## src/hw/rtl/cba_pkg.sv

```systemverilog
`timescale 1ns / 1ps

package cba_pkg;

   localparam int MAX_BLOCKS_DEFAULT = 1024;

   localparam int BLK_W    = 10;
   localparam int CNT_W    = 11;
   localparam int FILE_W   = 10;
   localparam int HELD_W   = 11;
   localparam int STATUS_W = 2;
   localparam int DISK_W   = 11;
   localparam int KIND_W   = 2;

   // used map is held as words of WORD_BITS blocks
   localparam int WORD_BITS = 32;
   localparam int SEL_W     = $clog2(WORD_BITS);
   localparam int WIDX_W    = BLK_W - SEL_W;

   localparam int QUEUE_DEPTH = 2;
   localparam int QAW         = $clog2(QUEUE_DEPTH);
   localparam int QCW         = $clog2(QUEUE_DEPTH + 1);

   localparam logic [DISK_W-1:0] DISK_RESET = DISK_W'(1024);

   localparam logic OP_ALLOC = 1'b0;
   localparam logic OP_READ  = 1'b1;

   localparam logic [STATUS_W-1:0] ST_OK         = 2'd0;
   localparam logic [STATUS_W-1:0] ST_ALLOC_FAIL = 2'd1;
   localparam logic [STATUS_W-1:0] ST_BAD_INDEX  = 2'd2;

   localparam logic [KIND_W-1:0] CMD_ALLOC  = 2'd0;
   localparam logic [KIND_W-1:0] CMD_REJECT = 2'd1;
   localparam logic [KIND_W-1:0] CMD_READ   = 2'd2;

   typedef logic [DISK_W-1:0] disk_type;

   typedef struct packed {
      logic              op;
      logic [BLK_W-1:0]  first_block;
      logic [CNT_W-1:0]  block_count;
      logic [FILE_W-1:0] entry_index;
   } req_type;

   typedef struct packed {
      logic [STATUS_W-1:0] status;
      logic [FILE_W-1:0]   file_number;
      logic [BLK_W-1:0]    range_start;
      logic [BLK_W-1:0]    range_end;
      logic [HELD_W-1:0]   files_held;
   } rsp_type;

   typedef struct packed {
      logic [KIND_W-1:0] kind;
      logic [BLK_W-1:0]  first_block;
      logic [BLK_W-1:0]  last_block;
      logic [FILE_W-1:0] entry_index;
   } cmd_type;

   typedef struct packed {
      logic    valid;
      cmd_type cmd;
   } qhead_type;

   // blocks of word w that fall inside [first, last]
   function automatic logic [WORD_BITS-1:0] word_mask(
      input logic [WIDX_W-1:0] w,
      input logic [BLK_W-1:0]  first,
      input logic [BLK_W-1:0]  last
   );
      logic [WORD_BITS-1:0] lo_m;
      logic [WORD_BITS-1:0] hi_m;
      lo_m = {WORD_BITS{1'b1}};
      hi_m = {WORD_BITS{1'b1}};
      if (w == first[BLK_W-1:SEL_W]) begin
         lo_m = {WORD_BITS{1'b1}} << first[SEL_W-1:0];
      end
      if (w == last[BLK_W-1:SEL_W]) begin
         hi_m = {WORD_BITS{1'b1}} >> (~last[SEL_W-1:0]);
      end
      return lo_m & hi_m;
   endfunction

endpackage

```

## src/hw/rtl/cba_queue.sv

```systemverilog
`timescale 1ns / 1ps

module cba_queue import cba_pkg::*; (
   input  logic      clock,
   input  logic      reset,
   input  logic      push,
   input  cmd_type   push_cmd,
   output logic      full,
   input  logic      pop,
   output qhead_type head
);

   cmd_type          slot_ff [QUEUE_DEPTH];
   logic [QAW-1:0]   wr_ptr_ff;
   logic [QAW-1:0]   wr_ptr_in;
   logic [QAW-1:0]   rd_ptr_ff;
   logic [QAW-1:0]   rd_ptr_in;
   logic [QCW-1:0]   count_ff;
   logic [QCW-1:0]   count_in;

   assign full       = (count_ff == QCW'(QUEUE_DEPTH));
   assign head.valid = (count_ff != '0);
   assign head.cmd   = slot_ff[rd_ptr_ff];

   always_comb begin
      wr_ptr_in = wr_ptr_ff;
      rd_ptr_in = rd_ptr_ff;
      count_in  = count_ff;
      if (push) begin
         wr_ptr_in = (wr_ptr_ff == QAW'(QUEUE_DEPTH - 1)) ? '0 : wr_ptr_ff + 1'b1;
      end
      if (pop) begin
         rd_ptr_in = (rd_ptr_ff == QAW'(QUEUE_DEPTH - 1)) ? '0 : rd_ptr_ff + 1'b1;
      end
      if (push && !pop) begin
         count_in = count_ff + 1'b1;
      end else if (pop && !push) begin
         count_in = count_ff - 1'b1;
      end
   end

   always_ff @(posedge clock) begin
      if (reset) begin
         wr_ptr_ff <= '0;
         rd_ptr_ff <= '0;
         count_ff  <= '0;
      end else begin
         wr_ptr_ff <= wr_ptr_in;
         rd_ptr_ff <= rd_ptr_in;
         count_ff  <= count_in;
      end
   end

   always_ff @(posedge clock) begin
      if (push) begin
         slot_ff[wr_ptr_ff] <= push_cmd;
      end
   end

endmodule

```

## config.mk

```make
export PLATFORM = sky130hd
export DESIGN_NAME = cba_queue
export DESIGN_NICKNAME = d
export VERILOG_FILES = /design/src/hw/rtl/cba_pkg.sv /design/src/hw/rtl/cba_queue.sv
export SDC_FILE = /design/constraint.sdc
export NUM_CORES = 1
export LEC_CHECK = 0
export BUFFER_PORTS_ARGS = -buffer_cell sky130_fd_sc_hd__buf_2
export CAP_MARGIN = 20
export CORE_MARGIN = 1.5
export CORE_UTILIZATION = 33
export CTS_CLUSTER_SIZE = 30
export DETAILED_ROUTE_END_ITERATION = 8
export MAX_ROUTING_LAYER = met4
export PLACE_DENSITY_LB_ADDON = 0.05
export SLEW_MARGIN = 20
export SYNTH_ARGS = -nofsm -noshare
export SYNTH_HDL_FRONTEND = slang
export SYNTH_SLANG_ARGS = --single-unit
```

## constraint.sdc

```tcl
create_clock -name clock -period 2 [get_ports clock]
set_input_delay 0 -clock clock [delete_from_list [all_inputs] [get_ports clock]]
set_output_delay 0 -clock clock [all_outputs]
set_load 0.02 [all_outputs]
```

==> flow_summary.yaml <==
run_status:
  status: "finished, final reports clean"
synth:
  synthCells: 122
  ys_types: 18
  synth_area_leaders: "edfxtp_1 76%, mux2_2 13%, dfxtp_1 4.0%"
  synth_area_mm2: 0.00252
  synth_top_area_frac: 0.763
  syn_avg_cell_area_um2: 20.7
  synth_top_cell_by_area: "edfxtp_1"
  ys_ff_latch: 69
  yosys_warnings: 0
  yosysSeqAreaShare: 0.802
  syn-num-nets: 159
timing:
  hold_viol: 0
  fin_crit_sh: 0.832
  fin_skew_ns: 0.00783
  slew_headroom: 0.668
  fin_setup_tns_ns: 0
  rsz0062_at_grt: "false"
  finalSetupViolations: 0
  clock.fmax_ghz: 0.601
  fin_crit_ns: 1.66
  finalMaxSlewViolations: 0
  tightest_slew_ns: 0.497
clock_network:
  cts_max_level: 3
  path_clk_slew_ns: 0.07
  post-cts-setup-buffers: 0
  insertion_delay_ns: 0.33
  clock_path_buffers: 2
  cts_made_buffers: 9
  cts_tree: "done"
  clockRootBuffer: "clkbuf_8"
  cts_sinks: 69
layout:
  area_growth_pct: 42.6
  fin_util: 0.490
  stdcell_count: 342
  antenna_cells: 0
  final_cell_area_mm2: 0.00359
  final_cell_mix: "69 x buf_2, 64 x edfxtp_1, 36 x dlygate4sd3_1"
  post_route_cells_drive_above_1_share: 0.494
  final_common_cell: "buf_2"
  nNetsFinal: 275
grt:
  grt_use_total: 0.132
  grt_pass1_vias: 1642
  grt_max_degree: 19
  grt_pass1_wl_um: 7710
  overflow: 0
  antenna_found_initial: 0
detailed_routing:
  drt_pre_antenna_iters: 4
  viasPerCell: 4.23
  drt-total-wl_um: 4670
  antenna_left: 0
  route.vias.total: 1447
  routedWlPerCell_um: 13.6
  drtIter0Drc: 55
  route.detailed.drc: 0
die:
  rows: 31
  pin_count: 70
  die_h_um: 90.4
  die_area_mm2: 0.00817
  die_w_um: 90.4
  start_util: 0.344
  core_region_area_mm2: 0.00733
worst_setup_path:
  crit_fanout: 17
  setup.worst_path.class: "reg -> out"
  required_ns: 2.00
  cp-end-kind: "primary output"
  cp-start-kind: "flip-flop"
  crit_arrival_ns: 1.66
place:
  place_congestion: 0.670
  placed_area_mm2: 0.00303
  dp_hpwl_um: 3020
  buffer_ports.inserted: 69
  dp.cells: 290
power:
  power-per-cell-area_mw_per_mm2: 935
  p_leak_nw: 1.38
  peakVddDrop_mv: 0.366
hold_path:
  hold_path_class: "in -> reg"
run:
  cap_violations: 0
-- per-stage QoR --
step	hold WS (ns)	setup slack [ns]	total power, mW
global placement	0.188	0.687	2.16
finish	0.387	0.336	3.36
floorplan	0.0691	0.413	2.01
global route	0.373	0.223	3.51
detailed placement	0.193	0.657	2.18
CTS	0.369	0.293	3.41
-- routing by layer --
layer,routed length [um],vias up,track usage
met1,1910,691,0.142
met4,75,0,0.0794
met2,2450,48,0.215
met3,229,6,0.0387
met5,0,-,-
li1,-,702,-
-- flip-flops by register name, indices dropped and copies added, names as in the netlist, named ones only --
register   count
count_ff       2
rd_ptr_ff      1
slot_ff       64
wr_ptr_ff      1
-- cell families after synthesis --
group                    Yosys count  share of synthesized area
adder cells (fa/ha/maj)            1                    0.00496
XOR/XNOR                           4                     0.0139
flip-flops                        69                      0.802
buffers and inverters              5                     0.0124
AO/OA/AOI/OAI                      2                    0.00397
AND/OR/NAND/NOR                    9                     0.0194
multiplexers                      32                      0.143
-- synthesized netlist by cell type --
| cell | instances |
|---|---|
| edfxtp_1 | 64 |
| mux2_2 | 30 |
| dfxtp_1 | 5 |
| nor2_1 | 4 |
| buf_4 | 3 |
| mux2_1 | 2 |
| xnor2_1 | 2 |
| xor2_1 | 2 |
| a21oi_1 | 1 |
| and2_1 | 1 |
| and2b_2 | 1 |
| clkbuf_2 | 1 |
| ha_1 | 1 |
| inv_1 | 1 |
| nor2b_1 | 1 |
| o21ai_0 | 1 |
| or2_2 | 1 |
| or3_1 | 1 |
-- critical path: stages, from the launching register on --
cell	delay [ns]
dfxtp_2	0.60
buf_12	0.22
mux2_1	0.35
buf_2	0.17
-- path summary, 6_finish.rpt --
kind / cells past startpoint / to / start / slack, ns
setup / recovery: 3 / head[31] / flip-flop / 0.34
hold / removal: 2 / slot_ff[1][4]$_DFFE_PP_ / push_cmd[4] / 0.39
setup reg to reg: 2 / slot_ff[0][12]$_DFFE_PP_ / wr_ptr_ff$_SDFFE_PP0P_ / 0.69
hold reg to reg: 2 / count_ff[1]$_SDFFE_PP0P_ / count_ff[1]$_SDFFE_PP0P_ / 0.50
-- power by group --
group / internal (mW) / switching [mW]
clock network: 0.695 / 0.476
logic: 0.231 / 0.242
registers: 1.68 / 0.0382
total: 2.60 / 0.757
-- cell type report --
class,instances,area [um2]
well taps,99,124
multi-input cells,48,475
repair buffers,109,761
inverters,1,3.75
clock inverters,5,75.1
flip-flops and latches,69,2020
fillers,641,3740
clock buffers,11,131
-- timing repair --
item	in CTS	in global routing
setup endpoints to repair	0	0
hold endpoints to repair	69	0
gates resized for setup	0	0
hold buffers	36	0
(Power assumes the default switching activity.)
